--- config.mk ---
export PLATFORM = sky130hd
export DESIGN_NAME = bcrc_datapath
export DESIGN_NICKNAME = d
export VERILOG_FILES = /design/src/bcrc_pkg.sv /design/src/bcrc_datapath.sv
export SDC_FILE = /design/constraint.sdc
export NUM_CORES = 1
export LEC_CHECK = 0
export BUFFER_PORTS_ARGS = -buffer_cell sky130_fd_sc_hd__clkbuf_2
export CAP_MARGIN = 20
export CORE_MARGIN = 2
export CORE_UTILIZATION = 50
export CTS_CLUSTER_DIAMETER = 120
export DETAILED_ROUTE_END_ITERATION = 16
export GPL_ROUTABILITY_DRIVEN = 1
export PLACE_DENSITY_LB_ADDON = 0.08
export SETUP_SLACK_MARGIN = 0.1
export SLEW_MARGIN = 10
export SYNTH_ARGS = -nofsm -noshare
export SYNTH_HDL_FRONTEND = slang
export SYNTH_SLANG_ARGS = --single-unit
--- constraint.sdc ---
create_clock -name clk -period 5 [get_ports clk]
set_input_delay 0.5 -clock clk [delete_from_list [all_inputs] [get_ports clk]]
set_output_delay 0.5 -clock clk [all_outputs]
set_load 0.01 [all_outputs]
--- src/bcrc_pkg.sv ---
// shared constants, types and the crc byte update for the block crc16 checker
package bcrc_pkg;

	localparam int unsigned HEADER_BYTES = 4;
	localparam logic [15:0] CRC_POLY = 16'ha001;
	localparam logic [15:0] CRC_INIT = 16'h0000;
	localparam logic [15:0] BYTE_MASK = 16'h00ff;
	localparam logic [19:0] DATA_BYTES_RST = 20'd8188;
	localparam int unsigned DATA_BYTES_W = 20;

	// register indexes on the config port
	typedef enum logic {
		REG_DATA_BYTES = 1'b0,
		REG_NONE = 1'b1
	} reg_idx_t;

	// one result beat, crc in the low bits
	typedef struct packed {
		logic        crc_match;
		logic [15:0] computed_crc;
	} result_t;

	// reflected crc-16/arc, one byte, bitwise form of the table lookup
	function automatic logic [15:0] crc_byte(input logic [15:0] crc, input logic [7:0] b);
		logic [15:0] c;
		c = (crc ^ {8'h00, b}) & BYTE_MASK;
		for (int i = 0; i < 8; i++) begin
			if (c[0]) begin
				c = (c >> 1) ^ CRC_POLY;
			end else begin
				c = c >> 1;
			end
		end
		return (crc >> 8) ^ c;
	endfunction

endpackage

--- src/bcrc_datapath.sv ---
// input register, header/crc state and result register
module bcrc_datapath
	import bcrc_pkg::*;
#(
	parameter int POSITION_WIDTH = 20,
	localparam int CNT_W = (POSITION_WIDTH > 20) ? POSITION_WIDTH + 1 : 21
) (
	input  logic             clk,
	input  logic             arst_n,
	input  logic [CNT_W-1:0] eff_count,
	input  logic             in_valid,
	output logic             in_ready,
	input  logic [7:0]       in_byte,
	output logic             out_valid,
	input  logic             out_ready,
	output result_t          out_result
);

	logic                      valid_s1;
	logic [7:0]                byte_s1;
	logic [POSITION_WIDTH-1:0] pos_q;
	logic [15:0]               crc_q;
	logic [31:0]               stored_q;
	logic                      res_valid_q;
	result_t                   res_q;

	logic                      is_header;
	logic [15:0]               crc_new;
	logic [POSITION_WIDTH-1:0] taken;
	logic                      last;
	logic                      adv;
	logic [31:0]               stored_new;

	assign is_header = (pos_q[POSITION_WIDTH-1:2] == '0);
	assign crc_new   = crc_byte(crc_q, byte_s1);
	assign taken     = pos_q - POSITION_WIDTH'(HEADER_BYTES - 1);
	assign last      = !is_header && (CNT_W'(taken) >= eff_count);
	// a beat with a result waits only while the output register is held
	assign adv       = valid_s1 && (!last || !res_valid_q || out_ready);
	assign in_ready  = !valid_s1 || adv;

	always_comb begin
		stored_new = stored_q;
		unique case (pos_q[1:0])
			2'd0:    stored_new[7:0]   = byte_s1;
			2'd1:    stored_new[15:8]  = byte_s1;
			2'd2:    stored_new[23:16] = byte_s1;
			default: stored_new[31:24] = byte_s1;
		endcase
	end

	always_ff @(posedge clk or negedge arst_n) begin
		if (!arst_n) begin
			valid_s1 <= 1'b0;
		end else if (in_ready) begin
			valid_s1 <= in_valid;
		end
	end

	always_ff @(posedge clk) begin
		if (in_ready && in_valid) begin
			byte_s1 <= in_byte;
		end
	end

	always_ff @(posedge clk or negedge arst_n) begin
		if (!arst_n) begin
			pos_q    <= '0;
			crc_q    <= CRC_INIT;
			stored_q <= '0;
		end else if (adv) begin
			if (is_header) begin
				stored_q <= stored_new;
				pos_q    <= pos_q + POSITION_WIDTH'(1);
			end else if (last) begin
				pos_q    <= '0;
				crc_q    <= CRC_INIT;
				stored_q <= '0;
			end else begin
				crc_q <= crc_new;
				pos_q <= pos_q + POSITION_WIDTH'(1);
			end
		end
	end

	always_ff @(posedge clk or negedge arst_n) begin
		if (!arst_n) begin
			res_valid_q <= 1'b0;
		end else if (adv && last) begin
			res_valid_q <= 1'b1;
		end else if (out_ready) begin
			res_valid_q <= 1'b0;
		end
	end

	always_ff @(posedge clk) begin
		if (adv && last) begin
			res_q.computed_crc <= crc_new;
			res_q.crc_match    <= (stored_q == {16'h0000, crc_new});
		end
	end

	assign out_valid  = res_valid_q;
	assign out_result = res_q;

	a_end_clears: assert property (@(posedge clk) disable iff (!arst_n)
		adv && last |=> pos_q == '0 && crc_q == CRC_INIT && stored_q == '0)
		else $error("block end did not clear the block state");

	a_start_clean: assert property (@(posedge clk) disable iff (!arst_n)
		pos_q == '0 |-> stored_q == '0 && crc_q == CRC_INIT)
		else $error("state not clean at start of block");

	a_empty_takes: assert property (@(posedge clk) disable iff (!arst_n)
		!valid_s1 |-> in_ready)
		else $error("empty input register refused a beat");

	a_result_held: assert property (@(posedge clk) disable iff (!arst_n)
		res_valid_q && !out_ready |=> res_valid_q && $stable(res_q))
		else $error("pending result lost or changed");

	a_header_no_result: assert property (@(posedge clk) disable iff (!arst_n)
		is_header |-> !last)
		else $error("block ended inside the header");

endmodule

==> flow_summary.yaml, run 1 <==
run_status:
  status: "finished, final reports clean"
floorplan:
  io_pins: 52
  die_width_um: 105.4
  rows: 37
  initial_core_util_pct: 50.75
  dieArea_mm2: 0.01112
  die_h_um: 105.4
  core_mm2: 0.01014
sta:
  drv_slew: 0
  worst_pin_slew_ns: 0.7728
  setup_viol_count_final: 0
  rsz0062_at_grt: "false"
  hold_viol: 0
  clock_skew_ns: 0.01264
  hold_slack_ns: 0.3232
  fmax_mhz: 228.3
  fin_crit_sh_pct: 87.59
  tns_ns: 0
  maxSlewHeadroom_pct: 48.36
  fin_crit_ns: 4.380
yosys:
  synth_fp_nets: 586
  synth-simple-area-share_pct: 17.95
  synth_compound_area_share_pct: 13.89
  muxShareOfSynthArea_pct: 0.3891
  yosys-top-cells-area: "dfrtp_1 34%, edfxtp_1 15%, nand2_1 6.3%"
  syn_area_per_cell_um2: 9.744
  ys_seq_area_share_pct: 48.64
  synth_edf_count: 25
  synth-adder-area-share_pct: 6.080
  ys_seq_elements: 95
  ys_types: 52
  synth_xor_area_share_pct: 9.022
  synth_largest_area_cell: "dfrtp_1"
  synth_flop_cell: "dfrtp_1"
  synthesis.area_mm2: 0.005145
  ys_warn_count: 0
  synth_top_area_share_pct: 34.05
  syn_inst: 528
  synth_top_family_by_area: "simple AND/OR/NAND/NOR gates"
  async_flop_share_pct: 73.68
setup_path:
  worstSetupEndpoint: "in_ready"
  rrSetupSlack_ns: 0.78
  ff2ff_path_depth: 12
  crit_arrival_ns: 3.88
  worstReg2RegEnd: "byte_s1[4]"
  startpoint: "pos_q[4]"
  criticalPathCategory: "reg -> out"
  critical_path.startpoint_type: "flip-flop"
  r2r-start: "pos_q[4]"
  critical_path.slowest_cell: "nor4_1"
  cp.required_ns: 4.50
  crit_path_max_fanout: 10
  max_stage_delay_ns: 0.53
  path_cells: "nor4_1, nand3_1, o41ai_1, o21ai_0, ha_1, nand4_1, nor3_1, a211oi_1, nand2_1, o21ai_2, nor3b_1, inv_1, clkbuf_2"
  critical_path.endpoint_type: "output pin"
pwr:
  p_total_uw: 3193
  p_per_area_mw_per_mm2: 552.9
  p_leak_uw: 0.002585
  irDropWorstVdd_mv: 0.2732
final_layout:
  drive_gt1_share_pct: 13.76
  most-common-layout-cells: "87 x nand2_1, 70 x dfrtp_1, 50 x clkbuf_2, 44 x o21ai_1"
  fin_area_mm2: 0.005774
  final_cells: 710
  final_common_cell: "nand2_1"
  diodes: 0
  layout.nets: 627
  syn2layout_area_growth_pct: 12.23
placement:
  dp.cells: 692
  gp_congestion: 0.8712
  post_dp_cell_area_mm2: 0.005518
  dp_hpwl_um: 7975
  portBuffers: 51
run:
  cap_violations: 0
drt:
  antenna_left: 0
  route.vias.total: 3878
  vias_per_cell: 5.462
  wl_um: 10790
  first_pass_iters: 5
  wire_per_inst_um: 15.20
  drt_first_iter_violations: 165
  drc: 0
cts:
  cts_buffer_depth: 2
  htreeDepth: 3
  clock_sinks: 95
  clkLatencyLatePin_ns: 0.35
  cts_made_buffers: 9
  cts-root-buf: "clkbuf_8"
  post_cts_buffers: 0
  path_clk_slew_ns: 0.09
  cts_tree: "yes"
min_path:
  hp-class: "in -> reg"
  hold-path-cell-count: 1
global_route:
  grt_overflow: 0
  grt_usage_pct: 20.59
  grt_pass1_wl_um: 18430
  grt_max_degree: 46
  antenna_found_initial: 0
  grt_pass1_vias: 3730
worst min-delay path by stage:
| stage | to | slack [ns] | from |
|---|---|---|---|
| 2_1_floorplan | crc_q[0] | 0.20 | arst_n |
| 3_3_place_gp | crc_q[14] | 0.50 | crc_q[14] |
| 3_5_place_dp | crc_q[2] | 0.50 | crc_q[2] |
| 4_1_cts | byte_s1[7] | 0.31 | in_byte[7] |
| 5_1_grt | byte_s1[7] | 0.30 | in_byte[7] |
| 6_report | byte_s1[7] | 0.32 | in_byte[7] |
critical path, delay by kind of cell, from the launching register on:
| kind | cells | cell delay, ns |
|---|---|---|
| AND/OR/NAND/NOR | 6 | 1.37 |
| flip-flops | 1 | 0.46 |
| AO/OA/AOI/OAI | 4 | 1.21 |
| adder cells (fa/ha/maj) | 1 | 0.29 |
| buffers and inverters | 2 | 0.20 |
report_power, final:
group / switching (µW) / internal [µW] / total, µW
sequential: 222 / 1100 / 1320
clock: 259 / 297 / 556
combinational: 726 / 589 / 1310
sequential cells by signal, summed over array words and instances, names as in the netlist:
register / cells
byte_s1: 8
crc_q: 16
out_result: 17
out_valid: 1
pos_q: 20
stored_q: 32
valid_s1: 1
layer usage:
layer  GRT usage (%)  vias up  part of all wire [%]
li1                -     1942                     -
met1           31.51     1868                    50
met2           31.52       63                    46
met3           3.525        5                   3.3
met4           2.857        0                  0.38
met5               0        -                     0
cell families after synthesis:
kind of cell | Yosys count
compound gates | 112
xor+xnor | 53
fa+ha+maj | 25
buf+inv | 54
flops | 95
mux | 2
simple gates | 187
cells in the mapped netlist, types with 2 or more instances:
cell and instances:
nand3b_1 2, or4_1 6, nand2b_1 2, or3_1 10, nand3_1 21, buf_2 4
nor3b_1 2, inv_1 27, nand2_1 87, a22o_1 17, dfrtp_1 70, nor3_1 5
or2_1 3, xnor2_1 27, nand4_1 6, a211oi_1 2, edfxtp_1 25, o31ai_1 6
mux2i_1 2, nor2b_1 2, nor2_1 16, clkbuf_1 22, ha_1 25, nor4_1 9
o41ai_1 3, o21ai_1 45, a21oi_1 23, o21ai_0 3, a21o_1 2, xor2_1 26
and3_1 7
cell type report:
cell class                      count  area (µm²)
Clock buffer                       11       141.4
Clock inverter                      5       81.33
Fill cell                         894        4364
Inverter                           27       101.3
Multi-Input combinational cell    379        2446
Sequential cell                    95        2502
Tap cell                          136       170.2
Timing Repair Buffer               57       331.6
stage by stage:
stage	utilization [%]	setup WS [ns]
finish	56.95	0.6203
global route	56.95	0.2444
CTS	56.62	0.3723
detailed placement	54.42	0.5567
global placement	54.31	0.7063
floorplan	-	0.8811
timing repair:
item	4_1_cts	5_1_grt
resized for setup	0	1
hold buffers	0	1
setup endpoints to repair	0	9
hold endpoints to repair	0	4
Note: power is estimated with default switching activity, not from simulation.
==> run 2, diff against run 1 <==
CORE_ASPECT_RATIO = 1.2   (was not set)
==> flow_summary.yaml, run 2 (synthesized netlist as in run 1, its figures left out) <==
run_status:
  status: "finished, final reports clean"
global_route:
  grt_pass1_wl_um: 19650
  grt_usage_pct: 22.54
  grt_max_degree: 71
  grt_overflow: 0
  grt_pass1_vias: 3948
  antenna_found_initial: 0
cts:
  hold_buffers: 0
  htreeDepth: 3
  cts_made_buffers: 9
  cts_tree: "yes"
  post_cts_resized: 0
  cts_buffer_depth: 2
  cts-root-buf: "clkbuf_16"
  path_clk_slew_ns: 0.07
  clkLatencyLatePin_ns: 0.34
  post_cts_buffers: 0
  clock_sinks: 95
final_layout:
  seq_area_mm2: 0.002502
  diodes: 0
  fin_area_mm2: 0.005849
  most-common-layout-cells: "87 x nand2_1, 70 x dfrtp_1, 50 x clkbuf_2, 45 x o21ai_1"
  top_register: "stored_q"
  layout.nets: 625
  final_common_cell: "nand2_1"
  largest_reg_flops: 32
  fillerInstances: 920
  drive_gt1_share_pct: 13.46
  multi_input_area_mm2: 0.002442
  syn2layout_area_growth_pct: 13.69
setup_path:
  critical_path.startpoint_type: "flip-flop"
  r2r-start: "pos_q[6]"
  crit_arrival_ns: 3.99
  cp.required_ns: 4.50
  crit_path_max_fanout: 10
  critical_path.endpoint_type: "output pin"
  criticalPathCategory: "reg -> out"
  rrSetupSlack_ns: 0.64
  startpoint: "pos_q[6]"
floorplan:
  io_pins: 52
  initial_core_util_pct: 51.40
  die_width_um: 96.60
  core_mm2: 0.01001
  die_h_um: 115.1
  dieArea_mm2: 0.01112
  rows: 40
drt:
  vias_per_cell: 5.633
  antenna_left: 0
  route.vias.total: 3932
  wire_per_inst_um: 16.89
  wl_um: 11790
  drt_first_iter_violations: 172
  drc: 0
  first_pass_iters: 4
pwr:
  p_leak_uw: 0.002621
  p_per_area_mw_per_mm2: 590.4
  irDropWorstVdd_mv: 0.2529
sta:
  fmax_mhz: 222.8
  fin_crit_sh_pct: 89.76
  tns_ns: 0
  worst_pin_slew_ns: 0.9094
  rsz0062_at_grt: "false"
  clock_skew_ns: 0.008019
  maxSlewHeadroom_pct: 39.38
  drv_slew: 0
  setup_viol_count_final: 0
  fin_crit_ns: 4.488
  hold_viol: 0
placement:
  portBuffers: 51
  gp_congestion: 0.8486
  dp_hpwl_um: 8492
  post_dp_cell_area_mm2: 0.005502
min_path:
  hold_start: "in_byte[4]"
  hp-class: "in -> reg"
run:
  cap_violations: 0
## run 2: cell types whose count changed in the layout (fill, tap and decap cells not counted), sizes merged
cell	previous run	this run
buf	6	5
bufinv	2	3
clkinv	1	0
clkinvlp	1	2
dlygate4sd3	1	0
inv	28	27
## run 2: path summary, 6_finish.rpt
| kind | to | depth (start not counted) |
|---|---|---|
| worst max-delay path | in_ready | 13 |
| worst min-delay path | byte_s1[4] | 1 |
| worst max register to register | byte_s1[2] | 12 |
| worst min register to register | crc_q[15] | 1 |
| max in group asynchronous | crc_q[7] | 2 |
| min in group asynchronous | crc_q[6] | 2 |
## run 2: cell type report
type	instances	area share [%]
multi-input cells	379	41.75
clock inverters	5	1.797
inverters	27	1.733
clock buffers	11	4.150
repair buffers	55	5.091
flip-flops and latches	95	42.78
well taps	126	2.695
## run 2: through the flow
| step | util, % | std cells | worst slack [ns] | hold slack, ns | power [µW] |
|---|---|---|---|---|---|
| final | 58.44 | 698 | 0.5118 | 0.3275 | 3454 |
| after global routing | 58.44 | 698 | 0.1082 | 0.3175 | 3716 |
| after CTS | 58.44 | 698 | 0.5013 | 0.3169 | 3485 |
| after detailed placement | 54.96 | 682 | 0.6268 | 0.5071 | 2685 |
| after global placement | 54.89 | 681 | 0.7381 | 0.5034 | 2616 |
| after floorplan | - | 528 | 0.8811 | 0.2044 | 2326 |
## run 2: where the power goes
group          leakage [µW]  switching [µW]  internal, µW
Sequential          0.00111             230          1100
Clock              0.000162             287           502
Combinational       0.00135             747           586
## run 2: layer usage
layer / GRT usage [%] / routed length, µm / up-vias
li1: - / - / 1940
met1: 27.92 / 5044 / 1892
met2: 39.03 / 6107 / 77
met3: 1.884 / 269 / 23
met4: 13.15 / 370 / 0
met5: 0 / 0 / -
## run 2: critical path, cell delays in order, from the launching register on
cell and delay (ns):
dfrtp_1 0.49, nor4_1 0.49, nand3_1 0.32, nor3_1 0.30, xnor2_1 0.15, ha_1 0.28
a21oi_1 0.16, a21boi_0 0.13, a211oi_1 0.26, nand2_1 0.10, o21ai_1 0.57, nor3b_1 0.17
inv_1 0.11, clkbuf_2 0.14
==> run 3, diff against run 2 <==
CTS_BUF_LIST = sky130_fd_sc_hd__clkbuf_8 sky130_fd_sc_hd__clkbuf_16   (was not set)
==> flow_summary.yaml, run 3 (synthesized netlist as in run 1, its figures left out) <==
run_status:
  status: "finished, final reports clean"
global_route:
  grt_usage_pct: 22.54
  antenna_found_initial: 0
  grt_pass1_vias: 3948
  grt_max_degree: 71
  grt_overflow: 0
  grt_pass1_wl_um: 19650
cts:
  htreeDepth: 3
  cts_made_buffers: 9
  hold_buffers: 0
  cts-root-buf: "clkbuf_16"
  cts_buffer_depth: 2
  clkLatencyLatePin_ns: 0.34
  post_cts_resized: 0
  cts_tree: "yes"
  post_cts_buffers: 0
  path_clk_slew_ns: 0.07
  clock_sinks: 95
floorplan:
  rows: 40
  initial_core_util_pct: 51.40
  io_pins: 52
  die_width_um: 96.60
  die_h_um: 115.1
  core_mm2: 0.01001
  dieArea_mm2: 0.01112
placement:
  gp_congestion: 0.8486
  post_dp_cell_area_mm2: 0.005502
  dp_hpwl_um: 8492
  portBuffers: 51
sta:
  clock_skew_ns: 0.008019
  tns_ns: 0
  worst_pin_slew_ns: 0.9094
  hold_viol: 0
  fmax_mhz: 222.8
  fin_crit_ns: 4.488
  maxSlewHeadroom_pct: 39.38
  drv_slew: 0
  rsz0062_at_grt: "false"
  setup_viol_count_final: 0
  hold_slack_ns: 0.3275
  fin_crit_sh_pct: 89.76
pwr:
  p_leak_uw: 0.002626
  p_total_uw: 3452
  irDropWorstVdd_mv: 0.2529
  p_per_area_mw_per_mm2: 590.1
final_layout:
  drive_gt1_share_pct: 13.46
  top_register: "stored_q"
  fillerInstances: 920
  fin_area_mm2: 0.005849
  diodes: 0
  final_common_cell: "nand2_1"
  most-common-layout-cells: "87 x nand2_1, 70 x dfrtp_1, 50 x clkbuf_2, 45 x o21ai_1, 28 x inv_1"
  syn2layout_area_growth_pct: 13.69
  largest_reg_flops: 32
  layout.nets: 625
setup_path:
  crit_path_max_fanout: 10
  rrSetupSlack_ns: 0.64
  critical_path.startpoint_type: "flip-flop"
  r2r-start: "pos_q[6]"
  cp.required_ns: 4.50
  ff2ff_path_depth: 12
  criticalPathCategory: "reg -> out"
  worstReg2RegEnd: "byte_s1[2]"
  crit_arrival_ns: 3.99
  critical_path.endpoint_type: "output pin"
drt:
  drc: 0
  wl_um: 11790
  wire_per_inst_um: 16.89
  vias_per_cell: 5.633
  drt_first_iter_violations: 172
  antenna_left: 0
  route.vias.total: 3932
  first_pass_iters: 4
run:
  cap_violations: 0
min_path:
  hold_end: "byte_s1[4]"
  hp-class: "in -> reg"
  hold_start: "in_byte[4]"
  hold-path-cell-count: 1
==> run 3: cell count changes in the layout (fill, tap and decap cells not counted) <==
cell      delta
inv_1        +1
clkbuf_1     -1
==> run 3: worst max-delay path, cell delays in order, from the launching register on <==
cell      delay, ns
dfrtp_1        0.49
nor4_1         0.49
nand3_1        0.32
nor3_1         0.30
xnor2_1        0.15
ha_1           0.28
a21oi_1        0.16
a21boi_0       0.13
a211oi_1       0.26
nand2_1        0.10
o21ai_1        0.57
nor3b_1        0.17
inv_1          0.11
clkbuf_2       0.14
==> run 3: metrics by stage <==
| step | setup WS, ns | instances | util, % |
|---|---|---|---|
| CTS | 0.5013 | 698 | 58.44 |
| detailed placement | 0.6268 | 682 | 54.96 |
| global placement | 0.7381 | 681 | 54.89 |
| global route | 0.1082 | 698 | 58.44 |
| finish | 0.5118 | 698 | 58.44 |
| floorplan | 0.8811 | 528 | - |
==> run 3: routing by layer <==
layer | GRT usage [%] | vias up | part of all wire (%)
met2 | 39.03 | 77 | 52
met4 | 13.15 | 0 | 3.1
met5 | 0 | - | 0
li1 | - | 1940 | -
met1 | 27.92 | 1892 | 43
met3 | 1.884 | 23 | 2.3
==> run 3: cell type report <==
type / count / area (µm²) / share of cell area, %
clock inverters: 6 / 108.9 / 1.861
multi-input cells: 379 / 2442 / 41.75
repair buffers: 55 / 297.8 / 5.091
clock buffers: 10 / 239.0 / 4.086
well taps: 126 / 157.7 / 2.695
flip-flops and latches: 95 / 2502 / 42.78
inverters: 27 / 101.3 / 1.733
==> run 3: power breakdown <==
group | internal (µW) | total [µW] | switching, µW | leakage [µW]
Combinational | 586 | 1330 | 747 | 0.00135
Clock | 500 | 787 | 287 | 0.000166
Sequential | 1100 | 1330 | 230 | 0.00111
==> run 3: how the worst max path moves through the flow <==
| stage | startpoint | endpoint | slack, ns |
|---|---|---|---|
| floorplan | pos_q[4] | out_result[0] | 0.88 |
| global placement | pos_q[4] | byte_s1[2] | 0.74 |
| detailed placement | pos_q[4] | byte_s1[1] | 0.63 |
| CTS | pos_q[4] | in_ready | 0.50 |
| global route | pos_q[4] | in_ready | 0.11 |
| finish | pos_q[6] | in_ready | 0.51 |
